$ cat src/rtl/vpv_pkg.sv
`default_nettype none
// ----------------------------------------------------------------------------
// vpv_pkg: voice pan/volume calculator shared types and constants
// Item structs, gain and pan constants, reciprocal multipliers for the
// constant divisions, and the pan gain helpers.
// ----------------------------------------------------------------------------
package vpv_pkg;

    localparam logic [6:0]  GAIN_MAX   = 7'd127;
    localparam logic [13:0] SQ127      = 14'h3F01;
    localparam logic [5:0]  PAN_DIV    = 6'h3F;
    localparam logic [6:0]  PAN_CENTER = 7'h40;
    localparam logic [13:0] FULL_SCALE = 14'h3FFF;

    // floor(x / d) == (x * ceil(2^s / d)) >> s for x < 2^n, s = n + ceil(log2 d)
    localparam int          DIV127_A_SHIFT = 21;   // 14-bit dividend
    localparam logic [14:0] DIV127_A_M =
        15'(((64'd1 << DIV127_A_SHIFT) + 64'(GAIN_MAX) - 64'd1) / 64'(GAIN_MAX));

    localparam int          DIV127_B_SHIFT = 28;   // 21-bit dividend
    localparam logic [21:0] DIV127_B_M =
        22'(((64'd1 << DIV127_B_SHIFT) + 64'(GAIN_MAX) - 64'd1) / 64'(GAIN_MAX));

    localparam int          DIV16129_SHIFT = 42;   // 28-bit dividend
    localparam logic [28:0] DIV16129_M =
        29'(((64'd1 << DIV16129_SHIFT) + 64'(SQ127) - 64'd1) / 64'(SQ127));

    localparam int          DIV63_SHIFT = 26;      // 20-bit dividend
    localparam logic [20:0] DIV63_M =
        21'(((64'd1 << DIV63_SHIFT) + 64'(PAN_DIV) - 64'd1) / 64'(PAN_DIV));

    localparam int          DIV16383_SHIFT = 42;   // 28-bit dividend
    localparam logic [28:0] DIV16383_M =
        29'(((64'd1 << DIV16383_SHIFT) + 64'(FULL_SCALE) - 64'd1) / 64'(FULL_SCALE));

    typedef struct packed {
        logic [4:0] voice_index;
        logic [6:0] voice_volume;
        logic [6:0] note_volume;
        logic [6:0] master_volume;
        logic [6:0] program_volume;
        logic [6:0] tone_volume;
        logic [6:0] tone_pan;
        logic [6:0] program_pan;
        logic [6:0] call_pan;
        logic [6:0] score_left;
        logic [6:0] score_right;
    } vpv_in_t;

    typedef struct packed {
        logic [4:0]  out_voice;
        logic [13:0] left_register;
        logic [13:0] right_register;
    } vpv_out_t;

    typedef struct packed {
        logic [4:0]  voice;
        logic [13:0] base;
        logic [6:0]  tone_pan;
        logic [6:0]  program_pan;
        logic [6:0]  call_pan;
        logic [6:0]  score_left;
        logic [6:0]  score_right;
    } vpv_base_t;

    typedef struct packed {
        logic [4:0]  voice;
        logic [13:0] left;
        logic [13:0] right;
    } vpv_side_t;

    // left side keeps (127 - pan) / 63 when pan is right of center
    function automatic logic [5:0] pan_left_gain(input logic [6:0] pan);
        logic [6:0] rest;
        rest = GAIN_MAX - pan;
        if (pan >= PAN_CENTER)
            return rest[5:0];
        else
            return PAN_DIV;
    endfunction

    // right side keeps pan / 63 when pan is left of center
    function automatic logic [5:0] pan_right_gain(input logic [6:0] pan);
        if (pan >= PAN_CENTER)
            return PAN_DIV;
        else
            return pan[5:0];
    endfunction

endpackage
`default_nettype wire

$ cat src/rtl/vpv_gain.sv
`default_nettype none
// ----------------------------------------------------------------------------
// vpv_gain: gain product pipeline
// Seven stages chain the voice, note, master, program and tone gains into
// the base volume, one multiplier per stage.
// ----------------------------------------------------------------------------
module vpv_gain import vpv_pkg::*;
(
    input  logic      clk,
    input  logic      rst_n,
    input  logic      item_valid,
    output logic      item_stall,
    input  vpv_in_t   item,
    output logic      base_valid,
    input  logic      base_ready,
    output vpv_base_t base
);

    localparam int STAGES = 7;

    logic [STAGES-1:0] valid_reg;
    logic [STAGES-1:0] valid_next;
    logic [STAGES-1:0] adv;

    vpv_in_t prm_reg  [STAGES];
    vpv_in_t prm_next [STAGES];

    logic [13:0] a_reg,    a_next;
    logic [6:0]  b_reg,    b_next;
    logic [27:0] d_reg,    d_next;
    logic [13:0] e_reg,    e_next;
    logic [20:0] f_reg,    f_next;
    logic [27:0] g_reg,    g_next;
    logic [13:0] base_reg, base_next;

    logic [6:0]  note_eff;
    logic [28:0] b_prod;
    logic [13:0] bm;
    logic [56:0] e_prod;
    logic [56:0] base_prod;

    always_comb
    begin
        adv[STAGES-1] = !valid_reg[STAGES-1] || base_ready;
        for (int k = STAGES - 2; k >= 0; k--)
        begin
            adv[k] = !valid_reg[k] || adv[k+1];
        end
        valid_next = {valid_reg[STAGES-2:0], item_valid};
        prm_next[0] = item;
        for (int k = 1; k < STAGES; k++)
        begin
            prm_next[k] = prm_reg[k-1];
        end
    end

    always_comb
    begin
        note_eff  = (item.note_volume == 7'd0) ? 7'd1 : item.note_volume;
        a_next    = {7'd0, item.voice_volume} * {7'd0, note_eff};
        b_prod    = {15'd0, a_reg} * {14'd0, DIV127_A_M};
        b_next    = b_prod[DIV127_A_SHIFT+6:DIV127_A_SHIFT];
        bm        = {7'd0, b_reg} * {7'd0, prm_reg[1].master_volume};
        d_next    = {bm, 14'd0} - {14'd0, bm};
        e_prod    = {29'd0, d_reg} * {28'd0, DIV16129_M};
        e_next    = e_prod[DIV16129_SHIFT+13:DIV16129_SHIFT];
        f_next    = {7'd0, e_reg} * {14'd0, prm_reg[3].program_volume};
        g_next    = {7'd0, f_reg} * {21'd0, prm_reg[4].tone_volume};
        base_prod = {29'd0, g_reg} * {28'd0, DIV16129_M};
        base_next = base_prod[DIV16129_SHIFT+13:DIV16129_SHIFT];
    end

    always_ff @(posedge clk or negedge rst_n)
    begin
        if (!rst_n)
        begin
            valid_reg <= '0;
        end
        else
        begin
            for (int k = 0; k < STAGES; k++)
            begin
                if (adv[k])
                    valid_reg[k] <= valid_next[k];
            end
        end
    end

    always_ff @(posedge clk)
    begin
        for (int k = 0; k < STAGES; k++)
        begin
            if (adv[k])
                prm_reg[k] <= prm_next[k];
        end
        if (adv[0]) a_reg    <= a_next;
        if (adv[1]) b_reg    <= b_next;
        if (adv[2]) d_reg    <= d_next;
        if (adv[3]) e_reg    <= e_next;
        if (adv[4]) f_reg    <= f_next;
        if (adv[5]) g_reg    <= g_next;
        if (adv[6]) base_reg <= base_next;
    end

    assign item_stall       = !adv[0];
    assign base_valid       = valid_reg[STAGES-1];
    assign base.voice       = prm_reg[STAGES-1].voice_index;
    assign base.base        = base_reg;
    assign base.tone_pan    = prm_reg[STAGES-1].tone_pan;
    assign base.program_pan = prm_reg[STAGES-1].program_pan;
    assign base.call_pan    = prm_reg[STAGES-1].call_pan;
    assign base.score_left  = prm_reg[STAGES-1].score_left;
    assign base.score_right = prm_reg[STAGES-1].score_right;

endmodule
`default_nettype wire

$ cat config.mk
export PLATFORM = sky130hd
export DESIGN_NAME = vpv_gain
export DESIGN_NICKNAME = d
export VERILOG_FILES = /design/src/rtl/vpv_pkg.sv /design/src/rtl/vpv_gain.sv
export SDC_FILE = /design/constraint.sdc
export NUM_CORES = 2
export LEC_CHECK = 0
export BUFFER_PORTS_ARGS = -buffer_cell sky130_fd_sc_hd__buf_2
export CAP_MARGIN = 20
export CORE_ASPECT_RATIO = 0.5
export CORE_MARGIN = 2
export CORE_UTILIZATION = 55
export CTS_BUF_LIST = sky130_fd_sc_hd__clkbuf_4 sky130_fd_sc_hd__clkbuf_8
export DETAILED_ROUTE_END_ITERATION = 8
export HOLD_SLACK_MARGIN = 0.15
export PLACE_DENSITY = 0.72
export RECOVER_POWER = 50
export SYNTH_ARGS = -nofsm -noshare
export SYNTH_HDL_FRONTEND = slang
export SYNTH_SLANG_ARGS = --single-unit
$ cat constraint.sdc
create_clock -name clk -period 12.91 [get_ports clk]
set_input_delay 1.9365 -clock clk [delete_from_list [all_inputs] [get_ports clk]]
set_output_delay 1.9365 -clock clk [all_outputs]
set_load 0.02 [all_outputs]
### Word level (Yosys, flattened, before mapping)

Memory sizes are Yosys's and may differ from the RTL's.
Index checks and enable logic that the tools add are counted.

| storage, ports and cells | value |
|---|---|
| memory bits (writable) | 525 |
| input bits | 79 |
| flip-flop bits (word level) | 133 |
| output and inout bits | 56 |
| memories | 1 |

| operators by class | value |
|---|---|
| multipliers | 7 |
| mux-type cells | 15 |
| reduce and logical (&&, ||, !) cells | 16 |
| add/sub/neg operators | 1 |

Memories:

| memory | words | bits a word | read ports | clocked after memory_dff | write ports | line | RTL |
|---|---|---|---|---|---|---|---|
| prm_reg | 7 | 75 | 7 | 0 | 7 | vpv_gain.sv:25 | `vpv_in_t prm_reg [STAGES];` |

Operators by type and width:

| cell | count |
|---|---|
| $mul A28 B28 Y55 const B | 2 |
| $mul A21 B7 Y28 | 1 |
| $mul A7 B7 Y14 | 2 |
| $sub A28 B14 Y28 | 1 |
| $mul A14 B14 Y27 const B | 1 |
| $mul A14 B7 Y21 | 1 |
| $mux W1 | 14 |
| $logic_not A1 Y1 | 8 |
| $logic_not A7 Y1 | 1 |
| $logic_or A1 B1 Y1 | 7 |
| $mux W7 | 1 |

### Longest topological paths before layout

| logic depth | value |
|---|---|
| depth in word-level cells | 10 |
| mapped depth | 20 |

### Least setup slack after synthesis

OpenSTA, ideal clock, no wires.

| path | value |
|---|---|
| kind | in2out |
| start | in base_ready |
| end | out item_stall |
| path slack | 3.362 ns |
| data arrival time | 7.611 ns |
| data required time | 10.973 ns |
| path buffers | 0 |
| cell stages on the path | 5 |
| cell sequence | nor2b_1 nand3_1 nor2_1 nand4_1 inv_1 |

| on the way | value |
|---|---|
| cells in the longest elaborated chain, start to end | 8 |

RTL lines:

| what | line | RTL |
|---|---|---|
| from (decl) | vpv_gain.sv:15 | `input logic base_ready,` |
| $logic_or A1 B1 Y1 | vpv_gain.sv:44 | `adv[STAGES-1] = !valid_reg[STAGES-1] \|\| base_ready;` |
| $logic_or A1 B1 Y1 (2 in series) | vpv_gain.sv:47 | `adv[k] = !valid_reg[k] \|\| adv[k+1];` |
| via adv[4] | vpv_gain.sv:23 | `logic [STAGES-1:0] adv;` |
| $logic_or A1 B1 Y1 (4 in series) | vpv_gain.sv:47 |  |
| $logic_not A1 Y1 | vpv_gain.sv:105 | `assign item_stall = !adv[0];` |
| to (decl) | vpv_gain.sv:12 | `output logic item_stall,` |

The timed path passes the listed nets, and every way through them passes these cells.

### Worst setup path in the final report

Ends and elaborated chain as after synthesis.

==> metrics.txt <==
outcome=finished, violations left; violated checks=max-capacitance violations, max-slew violations; setup bufs post-CTS=0; max reg flops=approximately 360; clock root cell=clkbuf_8; Die Width=about 380 um; hold_buf cts=0; Worst Hold Launch=prm_reg[2][71]; Worst Hold Depth=0; Num CTS Buffers=70; post-layout min period=a little over 8000 ps; routed vias=between 20000 and 25000; library cells used by synthesis=64; most frequent cells in the layout=ha_1 (669), inv_1 (651), edfxtp_1 (483); critical path peak fanout=70; commonest non-fill, non-tap cell in the layout=ha_1; post-cts resize count=0; Worst Tran Pin Value=between 3000 and 4000 ps; Layout area overhead=8.317%; gr ovfl total=0; synth warn=0; post-synthesis xor/xnor area fraction=0.02222; H-tree depth=3; initial antenna violation count=8; Clock Path Buffers=3; Final Util=0.6016; clock skew=about 37 ps; Setup crit start kind=input port; Post-layout nets=around 4600; Endpoint, Worst Hold=prm_reg[3][71]; mux cell area share after synthesis=0.0002539; drt total wl=roughly 76000 um; DR iter-0 viols=approximately 1200; crit path DAT=~6400 ps; # Max-Cap Violations=2; DP Worst Slack=around 7000 ps; RSZ-0062 raised after global routing=no; core area=between 70000 and 80000 um^2; slew margin rel.=-1.639; max-slew violations=141; HP Class=flip-flop to flip-flop; Pre-antenna DRT Iters=5; first-pass GRT wire length=around 130000 um; Post-synth top flop=edfxtp_1; CTS tree=done; synthesized-area fraction occupied by adder cells=0.4069; final setup vio count=0; DRC=0; synthesized netlist cell count=~3300; CP Launch Point=base_ready; Initial Utilization=0.5554; clock sink count=around 500; clk slew on worst S/H paths=60 ps; reg2reg start=g_reg[2]; io pins=~140; Netlist Area Pre-Place=slightly below 40000 um^2; Row Count=69; #FFs+latches synth=490; layout cells sized above 1=0.07489; cell mode on critical path=buf_2; syn avg cell area=roughly 12 um^2; PortBufs=~130; GRT Util Overall=0.2125; cell breakdown of the critical path=buf_2, nor2b_1, nand3_4, clkbuf_1, nor2_1, nand4_1, inv_1, buf_2; sequential area share after synthesis=0.3724; DR vias/cell=~5.3; slowest CP cell=clkbuf_1; number of synthesized flops with an enable pin=around 480; Hold Vio Cnt, Final=0; largest family of logic cells by synthesized area=adder cells; reg2reg end=base_reg[13]; Skew-Pair Late Insertion Delay=around 620 ps; share of flip-flops with an asynchronous set or reset=0.01429; Slowest Stage Delay on Critical Path=2770 ps; post-synthesis compound-gate area fraction=0.05333; final setup margin=4625 ps; fmax=120.7 MHz; Synth Area in Simple Gates=0.08047; die area=73950 um^2; syn nets=~4400; Routed wire per std cell=between 15 and 20 um; R2R cell count=19; die height=just under 200 um; largest net degree at the start of global routing=84; Setup crit end kind=output port; TNS Setup=0 ps; post-route ant nets=0; vias in the first global route=between 20000 and 30000; DP HPWL=60930 um; internal reg-to-reg setup slack=6920 ps; Final period util=0.6417; WS Path Type=input port to output port; CP required=~11000 ps; RePlAce Congestion=between 0.9 and 1
layout make-up:
class / count / area [um^2]
multi-input cells: 2105 / 22230
repair buffers: 141 / 729.5
clock inverters: 33 / 265.3
fillers: 5624 / 28270
well taps: 958 / 1199
diodes: 6 / 15.01
clock buffers: 91 / 1127
inverters: 652 / 2447
flip-flops and latches: 490 / 14680
metrics by stage:
| stage | area [um^2] | hold WS, ps | cells |
|---|---|---|---|
| floorplan | 39420 | 400.3 | 3271 |
| global placement | 41270 | 400.3 | 4344 |
| detailed placement | 41270 | 404.5 | 4344 |
| CTS | 42660 | 393.0 | 4468 |
| global route | 42690 | 403.9 | 4475 |
| finish | 42690 | 399.0 | 4476 |
critical path: cells and delay by family:
family / cells / cell delay, ps
buffers and inverters: 4 / 3100
AND/OR/NAND/NOR: 4 / 1310
Yosys cell counts (16+ instances only):
library cell / instances / area, um^2
nand2_1: 241 / 904.6
nand4_1: 16 / 100.1
nor2_1: 81 / 304.0
ha_1: 669 / 8371
xor2_1: 33 / 289.0
clkbuf_1: 22 / 82.58
edfxtp_1: 483 / 14500
o21ai_0: 46 / 230.2
nand3_1: 25 / 125.1
nor2b_1: 16 / 100.1
o21bai_1: 16 / 120.1
xnor2_1: 67 / 586.8
fa_1: 383 / 7667
nor3_1: 37 / 185.2
a21o_1: 44 / 330.3
and2_1: 162 / 1013
a21oi_1: 94 / 470.5
inv_1: 652 / 2447
worst max path at each step:
| stage | end | cells past startpoint |
|---|---|---|
| floorplan | item_stall | 5 |
| global placement | a_reg[13] | 17 |
| detailed placement | a_reg[13] | 18 |
| CTS | base_reg[13] | 19 |
| global route | item_stall | 8 |
| finish | item_stall | 8 |
layer usage:
metal	global-route usage	vias to the layer above	share of wire
li1	-	11390	-
met1	0.2724	11720	0.43
met2	0.3742	455	0.50
met3	0.02918	139	0.037
met4	0.06707	0	0.027
met5	0	-	0
logic make-up (layout without fill, tap and decap cells):
logic type	count (synthesis)	in the layout
adder cells (fa/ha/maj)	1052	1052
flip-flops	490	490
AND/OR/NAND/NOR	639	639
buffers and inverters	676	917
multiplexers	1	1
AO/OA/AOI/OAI	313	313
other	0	6
XOR/XNOR	100	100
Power is not shown: default switching activity piles up to over one toggle a cycle in this logic, so the estimate is an artifact.
