File: src/rtl/vpv_pkg.sv
`default_nettype none
// ----------------------------------------------------------------------------
// vpv_pkg: voice pan/volume calculator shared types and constants
// Item structs, gain and pan constants, reciprocal multipliers for the
// constant divisions, and the pan gain helpers.
// ----------------------------------------------------------------------------
package vpv_pkg;

    localparam logic [6:0]  GAIN_MAX   = 7'd127;
    localparam logic [13:0] SQ127      = 14'h3F01;
    localparam logic [5:0]  PAN_DIV    = 6'h3F;
    localparam logic [6:0]  PAN_CENTER = 7'h40;
    localparam logic [13:0] FULL_SCALE = 14'h3FFF;

    // floor(x / d) == (x * ceil(2^s / d)) >> s for x < 2^n, s = n + ceil(log2 d)
    localparam int          DIV127_A_SHIFT = 21;   // 14-bit dividend
    localparam logic [14:0] DIV127_A_M =
        15'(((64'd1 << DIV127_A_SHIFT) + 64'(GAIN_MAX) - 64'd1) / 64'(GAIN_MAX));

    localparam int          DIV127_B_SHIFT = 28;   // 21-bit dividend
    localparam logic [21:0] DIV127_B_M =
        22'(((64'd1 << DIV127_B_SHIFT) + 64'(GAIN_MAX) - 64'd1) / 64'(GAIN_MAX));

    localparam int          DIV16129_SHIFT = 42;   // 28-bit dividend
    localparam logic [28:0] DIV16129_M =
        29'(((64'd1 << DIV16129_SHIFT) + 64'(SQ127) - 64'd1) / 64'(SQ127));

    localparam int          DIV63_SHIFT = 26;      // 20-bit dividend
    localparam logic [20:0] DIV63_M =
        21'(((64'd1 << DIV63_SHIFT) + 64'(PAN_DIV) - 64'd1) / 64'(PAN_DIV));

    localparam int          DIV16383_SHIFT = 42;   // 28-bit dividend
    localparam logic [28:0] DIV16383_M =
        29'(((64'd1 << DIV16383_SHIFT) + 64'(FULL_SCALE) - 64'd1) / 64'(FULL_SCALE));

    typedef struct packed {
        logic [4:0] voice_index;
        logic [6:0] voice_volume;
        logic [6:0] note_volume;
        logic [6:0] master_volume;
        logic [6:0] program_volume;
        logic [6:0] tone_volume;
        logic [6:0] tone_pan;
        logic [6:0] program_pan;
        logic [6:0] call_pan;
        logic [6:0] score_left;
        logic [6:0] score_right;
    } vpv_in_t;

    typedef struct packed {
        logic [4:0]  out_voice;
        logic [13:0] left_register;
        logic [13:0] right_register;
    } vpv_out_t;

    typedef struct packed {
        logic [4:0]  voice;
        logic [13:0] base;
        logic [6:0]  tone_pan;
        logic [6:0]  program_pan;
        logic [6:0]  call_pan;
        logic [6:0]  score_left;
        logic [6:0]  score_right;
    } vpv_base_t;

    typedef struct packed {
        logic [4:0]  voice;
        logic [13:0] left;
        logic [13:0] right;
    } vpv_side_t;

    // left side keeps (127 - pan) / 63 when pan is right of center
    function automatic logic [5:0] pan_left_gain(input logic [6:0] pan);
        logic [6:0] rest;
        rest = GAIN_MAX - pan;
        if (pan >= PAN_CENTER)
            return rest[5:0];
        else
            return PAN_DIV;
    endfunction

    // right side keeps pan / 63 when pan is left of center
    function automatic logic [5:0] pan_right_gain(input logic [6:0] pan);
        if (pan >= PAN_CENTER)
            return PAN_DIV;
        else
            return pan[5:0];
    endfunction

endpackage
`default_nettype wire

File: src/rtl/vpv_pan.sv
`default_nettype none
// ----------------------------------------------------------------------------
// vpv_pan: left/right split and pan attenuation
// Splits the base volume by the score channel volumes, then applies tone,
// program and call pan, each as a multiply stage and a divide-by-63 stage.
// ----------------------------------------------------------------------------
module vpv_pan import vpv_pkg::*;
(
    input  logic      clk,
    input  logic      rst_n,
    input  logic      base_valid,
    output logic      base_ready,
    input  vpv_base_t base,
    output logic      side_valid,
    input  logic      side_ready,
    output vpv_side_t side
);

    localparam int PASSES = 3;
    localparam int STAGES = 2 + 2 * PASSES;

    logic [STAGES-1:0] valid_reg;
    logic [STAGES-1:0] valid_next;
    logic [STAGES-1:0] adv;

    vpv_base_t meta_reg  [STAGES];
    vpv_base_t meta_next [STAGES];

    logic [20:0] ls_reg, ls_next, rs_reg, rs_next;
    logic [13:0] l1_reg, l1_next, r1_reg, r1_next;
    logic [42:0] ls_prod, rs_prod;

    logic [19:0] lp_reg  [PASSES];
    logic [19:0] lp_next [PASSES];
    logic [19:0] rp_reg  [PASSES];
    logic [19:0] rp_next [PASSES];
    logic [13:0] lq_reg  [PASSES];
    logic [13:0] lq_next [PASSES];
    logic [13:0] rq_reg  [PASSES];
    logic [13:0] rq_next [PASSES];
    logic [40:0] lq_prod [PASSES];
    logic [40:0] rq_prod [PASSES];
    logic [6:0]  pan_sel [PASSES];
    logic [13:0] l_in    [PASSES];
    logic [13:0] r_in    [PASSES];

    always_comb
    begin
        adv[STAGES-1] = !valid_reg[STAGES-1] || side_ready;
        for (int k = STAGES - 2; k >= 0; k--)
        begin
            adv[k] = !valid_reg[k] || adv[k+1];
        end
        valid_next = {valid_reg[STAGES-2:0], base_valid};
        meta_next[0] = base;
        for (int k = 1; k < STAGES; k++)
        begin
            meta_next[k] = meta_reg[k-1];
        end
    end

    always_comb
    begin
        ls_next = {7'd0, base.base} * {14'd0, base.score_left};
        rs_next = {7'd0, base.base} * {14'd0, base.score_right};
        ls_prod = {22'd0, ls_reg} * {21'd0, DIV127_B_M};
        rs_prod = {22'd0, rs_reg} * {21'd0, DIV127_B_M};
        l1_next = ls_prod[DIV127_B_SHIFT+13:DIV127_B_SHIFT];
        r1_next = rs_prod[DIV127_B_SHIFT+13:DIV127_B_SHIFT];

        pan_sel[0] = meta_reg[1].tone_pan;
        pan_sel[1] = meta_reg[3].program_pan;
        pan_sel[2] = (meta_reg[5].call_pan == 7'd0) ? 7'd1 : meta_reg[5].call_pan;
        l_in[0] = l1_reg;
        r_in[0] = r1_reg;
        for (int i = 1; i < PASSES; i++)
        begin
            l_in[i] = lq_reg[i-1];
            r_in[i] = rq_reg[i-1];
        end
        for (int i = 0; i < PASSES; i++)
        begin
            lp_next[i] = {6'd0, l_in[i]} * {14'd0, pan_left_gain(pan_sel[i])};
            rp_next[i] = {6'd0, r_in[i]} * {14'd0, pan_right_gain(pan_sel[i])};
            lq_prod[i] = {21'd0, lp_reg[i]} * {20'd0, DIV63_M};
            rq_prod[i] = {21'd0, rp_reg[i]} * {20'd0, DIV63_M};
            lq_next[i] = lq_prod[i][DIV63_SHIFT+13:DIV63_SHIFT];
            rq_next[i] = rq_prod[i][DIV63_SHIFT+13:DIV63_SHIFT];
        end
    end

    always_ff @(posedge clk or negedge rst_n)
    begin
        if (!rst_n)
        begin
            valid_reg <= '0;
        end
        else
        begin
            for (int k = 0; k < STAGES; k++)
            begin
                if (adv[k])
                    valid_reg[k] <= valid_next[k];
            end
        end
    end

    always_ff @(posedge clk)
    begin
        for (int k = 0; k < STAGES; k++)
        begin
            if (adv[k])
                meta_reg[k] <= meta_next[k];
        end
        if (adv[0])
        begin
            ls_reg <= ls_next;
            rs_reg <= rs_next;
        end
        if (adv[1])
        begin
            l1_reg <= l1_next;
            r1_reg <= r1_next;
        end
        for (int i = 0; i < PASSES; i++)
        begin
            if (adv[2 + 2 * i])
            begin
                lp_reg[i] <= lp_next[i];
                rp_reg[i] <= rp_next[i];
            end
            if (adv[3 + 2 * i])
            begin
                lq_reg[i] <= lq_next[i];
                rq_reg[i] <= rq_next[i];
            end
        end
    end

    assign base_ready = adv[0];
    assign side_valid = valid_reg[STAGES-1];
    assign side.voice = meta_reg[STAGES-1].voice;
    assign side.left  = lq_reg[PASSES-1];
    assign side.right = rq_reg[PASSES-1];

endmodule
`default_nettype wire

File: config.mk
export PLATFORM = sky130hd
export DESIGN_NAME = vpv_pan
export DESIGN_NICKNAME = d
export VERILOG_FILES = /design/src/rtl/vpv_pkg.sv /design/src/rtl/vpv_pan.sv
export SDC_FILE = /design/constraint.sdc
export NUM_CORES = 2
export LEC_CHECK = 0
export ABC_AREA = 1
export ABC_CLOCK_PERIOD_IN_PS = 7000
export BUFFER_PORTS_ARGS = -buffer_cell sky130_fd_sc_hd__buf_2
export CAP_MARGIN = 10
export CORE_UTILIZATION = 60
export CTS_CLUSTER_DIAMETER = 120
export DETAILED_ROUTE_END_ITERATION = 6
export GPL_ROUTABILITY_DRIVEN = 0
export HOLD_SLACK_MARGIN = 0.03
export PLACE_DENSITY = 0.76
export SLEW_MARGIN = 10
export SYNTH_ARGS = -nofsm -noshare
export SYNTH_HDL_FRONTEND = slang
export SYNTH_SLANG_ARGS = --single-unit
File: constraint.sdc
create_clock -name clk -period 7 [get_ports clk]
set_clock_uncertainty 0.05 [all_clocks]
set_input_delay 0.35 -clock clk [delete_from_list [all_inputs] [get_ports clk]]
set_output_delay 0.35 -clock clk [all_outputs]
set_load 0.01 [all_outputs]
# --- Word level (Yosys, flattened, before mapping) ---
# Memory sizes are Yosys's and may differ from the RTL's.
# Index checks and enable logic that the tools add are counted.
# W data, S select, Z words.
word_totals:
  reg_bits: 78
  ramBits: 636
  inputBits: 58
  mem_count: 5
memory_table:
  columns: ["memory", "words", "word_bits", "read_ports", "rd_clocked_by_memory_dff", "write_ports", "line", "rtl"]
  rows:
  - ["meta_reg", 8, 54, 8, 0, 8, "vpv_pan.sv:26", "vpv_base_t meta_reg [STAGES];"]
  - ["lp_reg", 3, 20, 3, 0, 3, "vpv_pan.sv:33", "logic [19:0] lp_reg [PASSES];"]
  - ["rp_reg", 3, 20, 3, 0, 3, "vpv_pan.sv:35", "logic [19:0] rp_reg [PASSES];"]
  - ["lq_reg", 3, 14, 3, 0, 3, "vpv_pan.sv:37", "logic [13:0] lq_reg [PASSES];"]
  - ["rq_reg", 3, 14, 3, 0, 3, "vpv_pan.sv:39", "logic [13:0] rq_reg [PASSES];"]
classes:
  n_addsub: 3
  multipliers: 16
  n_lt_le_gt_ge: 3
  muxes: 23
  n_reduce_logical: 17
ops:
  columns: ["cell", "count"]
  rows:
  - ["$mul A20 B21 Y40 const B", 6]
  - ["$mul A14 B6 Y20", 6]
  - ["$mul A21 B21 Y41 const B", 2]
  - ["$mul A14 B7 Y21", 2]
  - ["$mux W6", 6]
  - ["$ge A7 B7 Y1 const B", 3]
  - ["$sub A6 B6 Y6 const A", 3]
  - ["$mux W1", 16]
  - ["$logic_not A1 Y1", 8]
  - ["$logic_or A1 B1 Y1", 8]
  - ["$logic_not A7 Y1", 1]
  - ["$mux W7", 1]

# --- Longest topological paths before layout ---
logic_depth:
  depth_word: 11
  depth_mapped: 24
  mapped_depth_nobuf: 24

# --- Least setup slack after synthesis ---
# OpenSTA, ideal clock, no wires.
synth_timing:
  kind: "register to register"
  start: "reg valid_reg[7]"
  end: "reg l1_reg[0] (enable)"
  arrival_ps: 4425
  t_required_ps: 6542
  path_slack_ps: 2117
  stages_incl_launch_ff: 10
  n_path_buf: 0
  synth_period_minus_slack_ps: 4883
  path_cell_list: "dfrtp_1 -> inv_1 -> nor2_2 -> nand2_1 -> nor2_2 -> nand2_2 -> nor2_2 -> nand2_2 -> nor2_2 -> inv_1"
synth_via:
  elab_chain_len: 8
synth_rtl:
  columns: ["element", "line", "rtl"]
  rows:
  - ["start: declaration", "vpv_pan.sv:22", "logic [STAGES-1:0] valid_reg;"]
  - ["start signal: indexed assignment", "vpv_pan.sv:103", "valid_reg[k] <= valid_next[k];"]
  - ["$logic_not A1 Y1", "vpv_pan.sv:49", "adv[STAGES-1] = !valid_reg[STAGES-1] || side_ready;"]
  - ["$logic_or A1 B1 Y1", "vpv_pan.sv:49", null]
  - ["$logic_or A1 B1 Y1", "vpv_pan.sv:52", "adv[k] = !valid_reg[k] || adv[k+1];"]
  - ["net adv[6]", "vpv_pan.sv:24", "logic [STAGES-1:0] adv;"]
  - ["$logic_or A1 B1 Y1 (2 in series)", "vpv_pan.sv:52", null]
  - ["net adv[4]", "vpv_pan.sv:24", null]
  - ["$logic_or A1 B1 Y1 (2 in series)", "vpv_pan.sv:52", null]
  - ["net adv[2]", "vpv_pan.sv:24", null]
  - ["$logic_or A1 B1 Y1", "vpv_pan.sv:52", null]
  - ["net adv[1]", "vpv_pan.sv:24", null]
  - ["end signal: assignment", "vpv_pan.sv:122", "l1_reg <= l1_next;"]
  - ["end: declaration", "vpv_pan.sv:30", "logic [13:0] l1_reg, l1_next, r1_reg, r1_next;"]
# The timed path passes the listed nets, and every way through them passes these cells.
# A chain may end at the register's enable or synchronous reset.

# --- Worst setup path in the final report ---
layout_timing:
  start: "reg valid_reg[7]"
  end: "out base_ready"
layout_via:
  elab_chain_len: 9
layout_rtl:
  columns: ["element", "line", "rtl"]
  rows:
  - ["$logic_not A1 Y1", "vpv_pan.sv:49", null]
  - ["$logic_or A1 B1 Y1", "vpv_pan.sv:49", null]
  - ["$logic_or A1 B1 Y1", "vpv_pan.sv:52", null]
  - ["net adv[6]", "vpv_pan.sv:24", null]
  - ["$logic_or A1 B1 Y1 (2 in series)", "vpv_pan.sv:52", null]
  - ["net adv[4]", "vpv_pan.sv:24", null]
  - ["$logic_or A1 B1 Y1 (2 in series)", "vpv_pan.sv:52", null]
  - ["net adv[2]", "vpv_pan.sv:24", null]
  - ["$logic_or A1 B1 Y1 (2 in series)", "vpv_pan.sv:52", null]
  - ["end: declaration", "vpv_pan.sv:12", "output logic base_ready,"]
# The timed path passes the listed nets, and every way through them passes these cells.

==> impl_metrics.env <==
export IMPL_status="finished with violations"
export IMPL_violations="design-rule violations"
export IMPL_timing_rr_start="meta_reg[0][189]"
export IMPL_postRouteAntennaNets=0
export IMPL_finalSetupViolCount=0
export IMPL_die_x_microns=338.6
export IMPL_slew_headroom=0.2691
export IMPL_crit_required_ps=6600
export IMPL_syn_inst=8673
export IMPL_post_cts_resized=0
export IMPL_overflow=0
export IMPL_syn_num_nets=10750
export IMPL_yosysTopAreaCellShare=0.2595
export IMPL_routed_wl_microns=159900
export IMPL_diodes=0
export IMPL_die_h_microns=338.6
export IMPL_antenna_found_initial=6
export IMPL_initial_core_util=0.6052
export IMPL_synth_area_per_cell_sq_um=7.839
export IMPL_netlist_top_cells_count="2171 x nand2_1, 1885 x inv_1, 1410 x ha_1, 821 x nor2_1, 606 x fa_1"
export IMPL_min_period_ps=5144
export IMPL_route_detailed_drc=2
export IMPL_route_vias_total=56210
export IMPL_nFillCells=9427
export IMPL_critical_path_max_fanout=61
export IMPL_hpwlAfterDp_microns=136600
export IMPL_worstPathArrival_ps=4740
export IMPL_tritoncts="done"
export IMPL_yosysWarnings=0
export IMPL_via_per_inst=5.444
export IMPL_cp_end_kind="primary output"
export IMPL_r2r_setup_slack_ps=2140
export IMPL_max_freq_mhz=194.4
export IMPL_ctsLongestPathBuffers=3
export IMPL_h_tree_depth=2
export IMPL_rows=123
export IMPL_rsz0062_at_grt="false"
export IMPL_track_usage=0.2826
export IMPL_numPortBuffers=92
export IMPL_fin_crit_sh=0.7348
export IMPL_syn_area_sq_um=67990
export IMPL_drtIter0Drc=4022
export IMPL_grt_first_pass_wirelength_microns=268100
export IMPL_first_global_vias=56980
export IMPL_synth_most_common_cell="nand2_1"
export IMPL_seq_area_sq_um=12150
export IMPL_synth_seq_cells=406
export IMPL_pin_count=93
export IMPL_fin_nets=10860
export IMPL_ys_seq_area_frac=0.1787
export IMPL_synth_edf_count=398
export IMPL_timing_rr_end="rp_reg[0][39]"
export IMPL_hp_class="in2async"
export IMPL_coreArea_sq_um=112300
export IMPL_routedWlPerCell_microns=15.48
export IMPL_synth_area_leaders="ha_1 26%, fa_1 18%, edfxtp_1 18%, nand2_1 12%, inv_1 10%"
export IMPL_async_flop_share=0.01970
export IMPL_drive_above_1_share=0.02595
export IMPL_cts_sinks=406
export IMPL_cap_viol_max_count=0
export IMPL_setup_tns_ps=0
export IMPL_synth_cell_type_count=45
export IMPL_path_class="reg2out"
export IMPL_cts_inserted_buffers=50
export IMPL_max_slew_worst_pin_slew_ps=1092
export IMPL_clk_pin_slew_worst_paths_ps=60
export IMPL_finalHoldViolCount=0
export IMPL_syn2layout_area_growth_pct=6.191
export IMPL_clk_latency_ps=670
export IMPL_dr_pass1_iters=7
export IMPL_synth_area_leader_cell="ha_1"
export IMPL_slew_violations=0
export IMPL_grt_max_degree=62
export IMPL_start_kind="flop"
export IMPL_die_area_sq_um=114700
export IMPL_largest_register_ffs=124
export IMPL_r2r_worst_path_cells=14
export IMPL_yosys_most_used_dff="edfxtp_1"
export IMPL_root_buffer="clkbuf_16"
export IMPL_multi_input_area_sq_um=48510
## cells by family after synthesis
family                     after synthesis  share of synthesized area
buffers and inverters                 1954                     0.1079
DFF                                    406                     0.1787
adders and majority gates             2016                     0.4379
xor gates and xnor gates                99                    0.01275
and+or+nand+nor                       3552                     0.2102
AOI/OAI and AO/OA                      646                    0.05254
## worst max-delay path, cell delays in order, from the launching register on
cell and delay (ps):
dfrtp_1 370, inv_1 60, nor2_2 50, nand2_2 40, buf_4 560, nor2_2 170
nand2_2 90, buf_4 550, nor2_2 120, nand2_2 80, buf_4 610, nor2_2 150
nand2_4 500, buf_4 440, buf_2 210
## what timing repair did
action	CTS	global route
endpoints found under the setup margin	0	0
endpoints found under the hold margin	36	0
buffers inserted	0	0
hold buffers	29	0
## per-stage QoR
step / std cells / hold slack [ps] / instance area [sq um] / worst slack, ps / utilization
final: 10330 / 56.06 / 72200 / 1856 / 0.6427
after global routing: 10330 / 87.37 / 72200 / 1465 / 0.6427
after CTS: 10330 / 46.16 / 72200 / 1750 / 0.6427
after detailed placement: 10200 / 221.2 / 70130 / 2230 / 0.6242
after global placement: 10200 / 214.9 / 70130 / 2286 / 0.6242
after floorplan: 8673 / 4.409 / 67990 / 2117 / -
## cell type report
cell class / count / share of cell area
Sequential cell: 406 / 0.1683
Timing Repair Buffer: 127 / 0.01102
Clock buffer: 53 / 0.01749
Multi-Input combinational cell: 6313 / 0.6719
Clock inverter: 39 / 0.007226
Tap cell: 1500 / 0.02599
Inverter: 1887 / 0.09810
## layer usage
layer / global-route usage / share of wire
met3: 0.02961 / 0.063
met4: 0.09342 / 0.033
met5: 0 / 0.00017
met1: 0.3679 / 0.43
met2: 0.4904 / 0.48
## worst max-delay path by stage
stage | start | endpoint | slack, ps
global route | valid_reg[7] | base_ready | 1460
CTS | valid_reg[7] | base_ready | 1750
detailed placement | meta_reg[1][74] | rp_reg[0][55] | 2230
floorplan | valid_reg[7] | l1_reg[0] | 2120
global placement | meta_reg[1][74] | rp_reg[0][59] | 2290
finish | valid_reg[7] | base_ready | 1860
## layout by cell type, fill, tap and decap left out, drive strengths merged, types with 2 or more instances in the layout
master	instances
a22oi	2
a31oi	9
edfxtp	398
and3	3
or2	9
o21ai	157
a21boi	14
xnor2	19
nor2	834
xor2	80
and2	17
clkinv	18
nor3	101
bufinv	8
buf	98
fa	606
clkinvlp	5
clkbuf	53
o31ai	3
dlygate4sd3	29
nand3	291
o211ai	2
nor4	14
a21oi	363
a21o	23
nor3b	2
nand3b	12
dfrtp	8
nand2	2181
o21a	10
inv	1895
ha	1410
o21bai	61
nand4	87
Power is not shown: default switching activity piles up to over one toggle a cycle in this logic, so the estimate is an artifact.
