[src/rtl/vpv_pkg.sv]
`default_nettype none
// ----------------------------------------------------------------------------
// vpv_pkg: voice pan/volume calculator shared types and constants
// Item structs, gain and pan constants, reciprocal multipliers for the
// constant divisions, and the pan gain helpers.
// ----------------------------------------------------------------------------
package vpv_pkg;

    localparam logic [6:0]  GAIN_MAX   = 7'd127;
    localparam logic [13:0] SQ127      = 14'h3F01;
    localparam logic [5:0]  PAN_DIV    = 6'h3F;
    localparam logic [6:0]  PAN_CENTER = 7'h40;
    localparam logic [13:0] FULL_SCALE = 14'h3FFF;

    // floor(x / d) == (x * ceil(2^s / d)) >> s for x < 2^n, s = n + ceil(log2 d)
    localparam int          DIV127_A_SHIFT = 21;   // 14-bit dividend
    localparam logic [14:0] DIV127_A_M =
        15'(((64'd1 << DIV127_A_SHIFT) + 64'(GAIN_MAX) - 64'd1) / 64'(GAIN_MAX));

    localparam int          DIV127_B_SHIFT = 28;   // 21-bit dividend
    localparam logic [21:0] DIV127_B_M =
        22'(((64'd1 << DIV127_B_SHIFT) + 64'(GAIN_MAX) - 64'd1) / 64'(GAIN_MAX));

    localparam int          DIV16129_SHIFT = 42;   // 28-bit dividend
    localparam logic [28:0] DIV16129_M =
        29'(((64'd1 << DIV16129_SHIFT) + 64'(SQ127) - 64'd1) / 64'(SQ127));

    localparam int          DIV63_SHIFT = 26;      // 20-bit dividend
    localparam logic [20:0] DIV63_M =
        21'(((64'd1 << DIV63_SHIFT) + 64'(PAN_DIV) - 64'd1) / 64'(PAN_DIV));

    localparam int          DIV16383_SHIFT = 42;   // 28-bit dividend
    localparam logic [28:0] DIV16383_M =
        29'(((64'd1 << DIV16383_SHIFT) + 64'(FULL_SCALE) - 64'd1) / 64'(FULL_SCALE));

    typedef struct packed {
        logic [4:0] voice_index;
        logic [6:0] voice_volume;
        logic [6:0] note_volume;
        logic [6:0] master_volume;
        logic [6:0] program_volume;
        logic [6:0] tone_volume;
        logic [6:0] tone_pan;
        logic [6:0] program_pan;
        logic [6:0] call_pan;
        logic [6:0] score_left;
        logic [6:0] score_right;
    } vpv_in_t;

    typedef struct packed {
        logic [4:0]  out_voice;
        logic [13:0] left_register;
        logic [13:0] right_register;
    } vpv_out_t;

    typedef struct packed {
        logic [4:0]  voice;
        logic [13:0] base;
        logic [6:0]  tone_pan;
        logic [6:0]  program_pan;
        logic [6:0]  call_pan;
        logic [6:0]  score_left;
        logic [6:0]  score_right;
    } vpv_base_t;

    typedef struct packed {
        logic [4:0]  voice;
        logic [13:0] left;
        logic [13:0] right;
    } vpv_side_t;

    // left side keeps (127 - pan) / 63 when pan is right of center
    function automatic logic [5:0] pan_left_gain(input logic [6:0] pan);
        logic [6:0] rest;
        rest = GAIN_MAX - pan;
        if (pan >= PAN_CENTER)
            return rest[5:0];
        else
            return PAN_DIV;
    endfunction

    // right side keeps pan / 63 when pan is left of center
    function automatic logic [5:0] pan_right_gain(input logic [6:0] pan);
        if (pan >= PAN_CENTER)
            return PAN_DIV;
        else
            return pan[5:0];
    endfunction

endpackage
`default_nettype wire

[src/rtl/vpv_square.sv]
`default_nettype none
// ----------------------------------------------------------------------------
// vpv_square: mono merge and squared-law register values
// Three stages: mono select, square, divide by 16383. The last stage is
// the result register.
// ----------------------------------------------------------------------------
module vpv_square import vpv_pkg::*;
(
    input  logic      clk,
    input  logic      rst_n,
    input  logic      mono_mode,
    input  logic      side_valid,
    output logic      side_ready,
    input  vpv_side_t side,
    output logic      result_valid,
    input  logic      result_stall,
    output vpv_out_t  result
);

    localparam int STAGES = 3;

    logic [STAGES-1:0] valid_reg;
    logic [STAGES-1:0] valid_next;
    logic [STAGES-1:0] adv;

    logic [4:0] voice_reg  [STAGES];
    logic [4:0] voice_next [STAGES];
    logic       mono_q_reg  [STAGES];
    logic       mono_q_next [STAGES];

    logic [13:0] l0_reg, l0_next, r0_reg, r0_next;
    logic [27:0] sql_reg, sql_next, sqr_reg, sqr_next;
    logic [13:0] lres_reg, lres_next, rres_reg, rres_next;
    logic [13:0] louder;
    logic [56:0] l_prod, r_prod;

    always_comb
    begin
        adv[STAGES-1] = !valid_reg[STAGES-1] || !result_stall;
        for (int k = STAGES - 2; k >= 0; k--)
        begin
            adv[k] = !valid_reg[k] || adv[k+1];
        end
        valid_next     = {valid_reg[STAGES-2:0], side_valid};
        voice_next[0]  = side.voice;
        mono_q_next[0] = mono_mode;
        for (int k = 1; k < STAGES; k++)
        begin
            voice_next[k]  = voice_reg[k-1];
            mono_q_next[k] = mono_q_reg[k-1];
        end
    end

    always_comb
    begin
        louder    = (side.left >= side.right) ? side.left : side.right;
        l0_next   = mono_mode ? louder : side.left;
        r0_next   = mono_mode ? louder : side.right;
        sql_next  = {14'd0, l0_reg} * {14'd0, l0_reg};
        sqr_next  = {14'd0, r0_reg} * {14'd0, r0_reg};
        l_prod    = {29'd0, sql_reg} * {28'd0, DIV16383_M};
        r_prod    = {29'd0, sqr_reg} * {28'd0, DIV16383_M};
        lres_next = l_prod[DIV16383_SHIFT+13:DIV16383_SHIFT];
        rres_next = r_prod[DIV16383_SHIFT+13:DIV16383_SHIFT];
    end

    always_ff @(posedge clk or negedge rst_n)
    begin
        if (!rst_n)
        begin
            valid_reg <= '0;
        end
        else
        begin
            for (int k = 0; k < STAGES; k++)
            begin
                if (adv[k])
                    valid_reg[k] <= valid_next[k];
            end
        end
    end

    always_ff @(posedge clk)
    begin
        for (int k = 0; k < STAGES; k++)
        begin
            if (adv[k])
            begin
                voice_reg[k]  <= voice_next[k];
                mono_q_reg[k] <= mono_q_next[k];
            end
        end
        if (adv[0])
        begin
            l0_reg <= l0_next;
            r0_reg <= r0_next;
        end
        if (adv[1])
        begin
            sql_reg <= sql_next;
            sqr_reg <= sqr_next;
        end
        if (adv[2])
        begin
            lres_reg <= lres_next;
            rres_reg <= rres_next;
        end
    end

    assign side_ready            = adv[0];
    assign result_valid          = valid_reg[STAGES-1];
    assign result.out_voice      = voice_reg[STAGES-1];
    assign result.left_register  = lres_reg;
    assign result.right_register = rres_reg;

    // mono items leave with equal sides
    a_mono_equal: assert property (@(posedge clk) disable iff (!rst_n)
        (valid_reg[2] && mono_q_reg[2]) |-> (lres_reg == rres_reg))
        else $error("mono item with unequal sides");

    // blocked square stage keeps its item
    a_square_hold: assert property (@(posedge clk) disable iff (!rst_n)
        (valid_reg[1] && !adv[1]) |=> (valid_reg[1] && $stable(sql_reg)))
        else $error("square stage lost a blocked item");

    // reciprocal divide gives the true quotient
    a_div_exact: assert property (@(posedge clk) disable iff (!rst_n)
        (valid_reg[1] && adv[2]) |=>
        (({15'd0, lres_reg} * {15'd0, FULL_SCALE}) <= {1'b0, $past(sql_reg)}) &&
        ({1'b0, $past(sql_reg)} < (({15'd0, lres_reg} + 29'd1) * {15'd0, FULL_SCALE})))
        else $error("divide by full scale is off");

endmodule
`default_nettype wire

[config.mk]
export PLATFORM = sky130hd
export DESIGN_NAME = vpv_square
export DESIGN_NICKNAME = d
export VERILOG_FILES = /design/src/rtl/vpv_pkg.sv /design/src/rtl/vpv_square.sv
export SDC_FILE = /design/constraint.sdc
export NUM_CORES = 1
export LEC_CHECK = 0
export BUFFER_PORTS_ARGS = -buffer_cell sky130_fd_sc_hd__clkbuf_2
export CAP_MARGIN = 40
export CORE_MARGIN = 8
export CORE_UTILIZATION = 44
export DETAILED_ROUTE_END_ITERATION = 8
export HOLD_SLACK_MARGIN = 0.05
export PLACE_DENSITY = 0.63
export SYNTH_ARGS = -nofsm -noshare
export SYNTH_HDL_FRONTEND = slang
export SYNTH_SLANG_ARGS = --single-unit
[constraint.sdc]
create_clock -name clk -period 6 [get_ports clk]
set_clock_uncertainty 0.2 [all_clocks]
set_input_delay 0.3 -clock clk [delete_from_list [all_inputs] [get_ports clk]]
set_output_delay 0.3 -clock clk [all_outputs]
set_load 0.03 [all_outputs]
=== After elaboration in Yosys (flattened, before gate mapping) ===
Memories as Yosys holds them, arrays and structs flattened.
Index checks and enable logic that the tools add are counted.

* Muxes and demuxes: 9
* Equal/unequal tests: 0
* Shift operators: 0
* Reductions and logical operators: 7
* Divide/modulo/power cells: 0
* $add $sub $neg: 0
* Order comparisons: 1
* Bitwise logic cells: 0
* Multiply operators: 4

{| class="wikitable"
|+ Operator list
! operator !! number
|-
| 28-bit by 28-bit multiplier with 55-bit output (second input constant) || 2
|-
| 14-bit by 14-bit multiplier with 28-bit output || 2
|-
| 14-bit two-way mux || 3
|-
| 14-bit greater-or-equal comparator || 1
|-
| 1-bit two-way mux || 6
|-
| 1-bit zero test || 4
|-
| 1-bit logical OR || 3
|}

* Flip-flop bits (word level): 115
* Memory bits (writable): 15
* Memories: 1
* ROM bits: 0
* Output and inout port bits: 35
* Bits in latches: 0
* Logic and storage cells: 31

{| class="wikitable"
|+ Memories
! name !! depth !! width !! read ports !! clocked after Yosys merged registers in !! write ports !! line !! text
|-
| voice_reg || 3 || 5 || 3 || 0 || 3 || vpv_square.sv:26 || <nowiki>logic [4:0] voice_reg [STAGES];</nowiki>
|}

=== Logic depth before layout (Yosys ltp) ===
* Word-level depth: 6
* Mapped depth: 25
* Gate-level depth less buffers: 24

=== Worst setup path after synthesis ===
OpenSTA, ideal clock, no wires.

* Path kind: register to register
* Start: register r0_reg[2]
* End: register sqr_reg[27], data pin
* Stages on the path, launching flop included: 23
* Buffers on the path: 2
* Arrival: 5888 ps
* Slack: -348 ps
* Library setup time: 260 ps
* Cells stage by stage: edfxtp_1 -> clkbuf_1 -> clkbuf_1 -> nand2_1 -> fa_1 -> fa_1 -> inv_1 -> fa_1 -> fa_1 -> fa_1 -> inv_1 -> fa_1 -> inv_1 -> ha_1 -> a21o_1 -> a21o_1 -> a21o_1 -> a31o_2 -> a21oi_1 -> o211ai_1 -> a31o_2 -> a21oi_1 -> xnor2_1

* Longest elaborated chain between the ends: 1

{| class="wikitable"
|+ Ends and longest elaborated chain
! element !! line !! text
|-
| from (decl) || vpv_square.sv:31 || <nowiki>logic [13:0] l0_reg, l0_next, r0_reg, r0_next;</nowiki>
|-
| from (signal assigned) || vpv_square.sv:96 || <nowiki>r0_reg <= r0_next;</nowiki>
|-
| 14-bit by 14-bit multiplier with 28-bit output || vpv_square.sv:60 || <nowiki>sqr_next = {14'd0, r0_reg} * {14'd0, r0_reg};</nowiki>
|-
| net sqr_next[27] || vpv_square.sv:32 || <nowiki>logic [27:0] sql_reg, sql_next, sqr_reg, sqr_next;</nowiki>
|-
| to (signal assigned) || vpv_square.sv:101 || <nowiki>sqr_reg <= sqr_next;</nowiki>
|-
| to (decl) || vpv_square.sv:32 ||
|}

The timed path passes the listed nets, and every way through them passes these cells.
A chain may end at the register's enable or synchronous reset.

=== Final worst setup path ===
* Start: register l0_reg[2]
* End: register sql_reg[27], data pin

* Longest elaborated chain between the ends: 1

{| class="wikitable"
|+ Ends and longest elaborated chain
! element !! line !! text
|-
| from (decl) || vpv_square.sv:31 ||
|-
| from (signal assigned) || vpv_square.sv:95 || <nowiki>l0_reg <= l0_next;</nowiki>
|-
| 14-bit by 14-bit multiplier with 28-bit output || vpv_square.sv:59 || <nowiki>sql_next = {14'd0, l0_reg} * {14'd0, l0_reg};</nowiki>
|-
| net sql_next[27] || vpv_square.sv:32 ||
|-
| to (signal assigned) || vpv_square.sv:100 || <nowiki>sql_reg <= sql_next;</nowiki>
|-
| to (decl) || vpv_square.sv:32 ||
|}

The timed path passes the listed nets, and every way through them passes these cells.

==> insert_results.sql <==
INSERT INTO impl_metrics (metric_group, metric, value, unit) VALUES
('status', 'status', 'complete, but fails checks', ''),
('status', 'failed_checks', 'negative setup slack', ''),
('clock_network', 'clk_pin_slew', '0.07', 'ns'),
('synth', 'netlist-cell-type-count', '62', ''),
('layout', 'multiInputGateArea', '14800', 'sq um'),
('die', 'start_util', '44.7', '%'),
('layout', 'final_cell_mix', 'sky130_fd_sc_hd__ha_1 (394), sky130_fd_sc_hd__inv_1 (375), sky130_fd_sc_hd__fa_1 (223)', ''),
('die', 'top_ports', '73', ''),
('die', 'dieArea', '52100', 'sq um'),
('routing', 'postRouteWirelength', '42800', 'microns'),
('worst_setup_path', 'critPathMaxFanout', '6', ''),
('sta', 'hold_ws', '0.0740', 'ns'),
('synth', 'post_synthesis_cell_area', '19800', 'sq um'),
('routing', 'dr_total_vias', '14388', ''),
('sta', 'report.final.setup_viol', '8', ''),
('synth', 'netlist.top_cell.by_area', 'sky130_fd_sc_hd__ha_1', ''),
('global_route', 'gr-usage-all-layers', '16.7', '%'),
('clock_network', 'cts.path.max_buffers', '2', ''),
('clock_network', 'cts-buffers-inserted', '17', ''),
('layout', 'fillers', '3939', ''),
('synth', 'ys_ff_latch', '128', ''),
('synth', 'synth_async_reset_ratio', '2.34', '%'),
('synth', 'synth_area_per_cell', '10.1', 'sq um'),
('layout', 'most_common_cell_after_layout_fill_and_taps_aside', 'sky130_fd_sc_hd__ha_1', ''),
('worst_setup_path', 'timing_worst_setup_path_type', 'flip-flop to flip-flop', ''),
('clock_network', 'insertion_delay', '0.44', 'ns'),
('worst_setup_path', 'end_kind', 'flip-flop', ''),
('die', 'die_height', '228', 'microns'),
('synth', 'synth.top_cells.by_area', 'sky130_fd_sc_hd__ha_1 (26%), sky130_fd_sc_hd__fa_1 (23%), sky130_fd_sc_hd__edfxtp_1 (19%)', ''),
('routing', 'final_antenna_net_count', '0', ''),
('global_route', 'antenna_violations_before_repair', '0', ''),
('layout', 'layout.area.seq', '3830', 'sq um'),
('sta', 'time_the_worst_path_needs_with_i_o_delays_and_setup', '6.15', 'ns'),
('synth', 'synth_top_area_share', '25.7', '%'),
('sta', 'hold_violations', '0', ''),
('global_route', 'grt_start_max_net_pins', '61', ''),
('hold_path', 'timing.hold.worst.class', 'primary input to flip-flop', ''),
('synth', 'number_of_enable_type_register_cells_in_the_synthesized_netlist', '125', ''),
('die', 'row_count', '77', ''),
('placement', 'place.detailed.hpwl', '36000', 'microns'),
('global_route', 'grt_pass1_wl', '73100', 'microns'),
('sta', 'worst_slew_margin_rel', '48.3', '%'),
('layout', 'fin_nets', '2889', ''),
('layout', 'area_growth', '18.0', '%'),
('synth', 'synth_warnings', '0', ''),
('worst_setup_path', 'cp.required', '5.99', 'ns'),
('placement', 'gp_congestion', '0.860', ''),
('synth', 'synth_sequential_area_ratio', '19.3', '%'),
('sta', 'layout_worst_path_cycle_share', '102', '%'),
('sta', 'rsz_0062_raised_after_global_routing', 'yes', ''),
('sta', 'fin_ws', '-0.147', 'ns'),
('routing', 'initialDrtViolationCount', '604', ''),
('clock_network', 'htree_levels', '4', ''),
('layout', 'drive_gt1_share', '16.5', '%'),
('routing', 'wire_per_inst', '15.2', 'microns'),
('global_route', 'via_count_of_the_first_global_routing_pass', '15077', ''),
('synth', 'most_used_flip_flop_cell_after_synthesis', 'sky130_fd_sc_hd__edfxtp_1', ''),
('layout', 'antenna-diode-count', '0', ''),
('clock_network', 'root_buffer', 'sky130_fd_sc_hd__clkbuf_16', ''),
('die', 'die_x', '228', 'microns'),
('sta', 'max_freq', '0.163', 'GHz'),
('sta', 'worst_pin_slew', '0.756', 'ns'),
('routing', 'detail_route.vias_per_cell', '5.10', ''),
('clock_network', 'tritoncts', 'built', ''),
('synth', 'post_synth_inst_count', '1966', ''),
('placement', 'numPortBuffers', '72', ''),
('worst_setup_path', 'critPathLaunchType', 'flip-flop', ''),
('routing', 'drc', '0', ''),
('die', 'design.core.area', '44300', 'sq um'),
('worst_setup_path', 'timing.critical_path.arrival', '6.14', 'ns'),
('sta', 'final-max-slew-violation-count', '0', ''),
('routing', 'drt-pass1-iter-count', '5', ''),
('job', 'max_cap_violations', '0', ''),
('clock_network', 'numClockSinks', '128', ''),
('global_route', 'grt_overflow', '0', '');
==> Yosys cell counts, types with 3 or more instances <==
master                       n
sky130_fd_sc_hd__mux2_2      6
sky130_fd_sc_hd__o211ai_1    4
sky130_fd_sc_hd__nor2_1     53
sky130_fd_sc_hd__nand3_1    23
sky130_fd_sc_hd__nor3_1     21
sky130_fd_sc_hd__inv_1     381
sky130_fd_sc_hd__mux2_4     10
sky130_fd_sc_hd__nand2b_1    9
sky130_fd_sc_hd__a21oi_1    75
sky130_fd_sc_hd__clkbuf_1   39
sky130_fd_sc_hd__edfxtp_1  125
sky130_fd_sc_hd__a31oi_1    10
sky130_fd_sc_hd__a31o_2     10
sky130_fd_sc_hd__o21bai_1   11
sky130_fd_sc_hd__buf_2       3
sky130_fd_sc_hd__a311o_1    15
sky130_fd_sc_hd__a21o_1     54
sky130_fd_sc_hd__dfrtp_1     3
sky130_fd_sc_hd__nor2b_1    14
sky130_fd_sc_hd__and2_1     60
sky130_fd_sc_hd__a41o_1      3
sky130_fd_sc_hd__ha_1      407
sky130_fd_sc_hd__nand3b_1    3
sky130_fd_sc_hd__o22ai_1    15
sky130_fd_sc_hd__and4_1      3
sky130_fd_sc_hd__xnor2_1    71
sky130_fd_sc_hd__a211oi_1    5
sky130_fd_sc_hd__o21a_1      8
sky130_fd_sc_hd__a211o_1     3
sky130_fd_sc_hd__nand4_1    23
sky130_fd_sc_hd__o21ai_0    28
sky130_fd_sc_hd__xor2_1     20
sky130_fd_sc_hd__nand2_1   179
sky130_fd_sc_hd__a41oi_1     4
sky130_fd_sc_hd__fa_1      227
sky130_fd_sc_hd__o31ai_1     3
sky130_fd_sc_hd__and3_1      6
==> path summary, 6_finish.rpt <==
check	start	end	slack [ns]	cells after the start
setup reg to reg	l0_reg[2]	sql_reg[27]	-0.15	22
max in group asynchronous	rst_n	valid_reg[1]	4.86	3
hold reg to reg	voice_reg[0][7]	voice_reg[0][12]	0.22	0
hold / removal	side[4]	r0_reg[4]	0.07	2
setup / recovery	l0_reg[2]	sql_reg[27]	-0.15	22
min in group asynchronous	rst_n	valid_reg[0]	0.59	3
==> cell families after synthesis <==
| kind of cell | Yosys count | synth area share, % |
|---|---|---|
| compound gates | 266 | 9.19 |
| xor+xnor | 91 | 4.02 |
| fa+ha+maj | 634 | 48.6 |
| buf+inv | 425 | 8.10 |
| flops | 128 | 19.3 |
| mux | 16 | 1.10 |
| other cells | 1 | 0.0189 |
| simple gates | 405 | 9.68 |
==> timing repair <==
action / in CTS / in global routing
endpoints found under the hold margin: 28 / 0
hold buffers: 40 / 0
endpoints found under the setup margin: 12 / 22
setup buffers: 21 / 16
pin swaps: 28 / 48
resized for setup: 34 / 51
==> through the flow <==
stage          worst slack (ns)  area [sq um]  instances  utilization (%)  TNS [ns]
6_report                 -0.147         23400       2822             52.8    -0.749
5_1_grt                  -0.355         23400       2822             52.8     -3.64
4_1_cts                  -0.145         23100       2807             52.1    -0.744
3_5_place_dp             -0.237         21800       2714             49.3     -1.64
3_3_place_gp             -0.172         21800       2713             49.2    -0.679
2_1_floorplan           0.00108         20000       1969                -         0
==> critical path, cell delays in order, from the launching register on <==
cell and delay (ns):
sky130_fd_sc_hd__edfxtp_1 0.52, sky130_fd_sc_hd__nand2_2 0.12, sky130_fd_sc_hd__inv_1 0.07, sky130_fd_sc_hd__fa_1 0.55, sky130_fd_sc_hd__inv_1 0.06, sky130_fd_sc_hd__fa_1 0.39, sky130_fd_sc_hd__inv_1 0.08, sky130_fd_sc_hd__fa_1 0.44
sky130_fd_sc_hd__fa_1 0.48, sky130_fd_sc_hd__fa_1 0.54, sky130_fd_sc_hd__inv_1 0.06, sky130_fd_sc_hd__fa_1 0.50, sky130_fd_sc_hd__inv_1 0.07, sky130_fd_sc_hd__ha_4 0.25, sky130_fd_sc_hd__a21oi_1 0.13, sky130_fd_sc_hd__o21a_1 0.21
sky130_fd_sc_hd__and4b_1 0.27, sky130_fd_sc_hd__o31ai_2 0.08, sky130_fd_sc_hd__a21o_1 0.21, sky130_fd_sc_hd__a211o_1 0.28, sky130_fd_sc_hd__a31oi_2 0.19, sky130_fd_sc_hd__o21ai_1 0.09, sky130_fd_sc_hd__xnor2_1 0.12
==> metal layers <==
layer	vias to the layer above	GRT usage [%]	part of all wire, %
li1	7080	-	-
met1	6951	23.4	49
met2	323	26.8	45
met3	34	2.78	4.8
met4	0	3.57	1.1
met5	-	0	0
==> layout make-up <==
| cell class | count | share of cell area (%) |
|---|---|---|
| clock buffer | 21 | 1.92 |
| clock inverter | 11 | 0.396 |
| inverter | 381 | 6.11 |
| multi-input combinational | 1416 | 63.3 |
| sequential | 128 | 16.4 |
| tap | 592 | 3.17 |
| timing repair buffer | 273 | 8.76 |
Power is left out: the tool's default activity adds up to more than one toggle a clock period on the data nets, which glitch-free logic cannot reach.
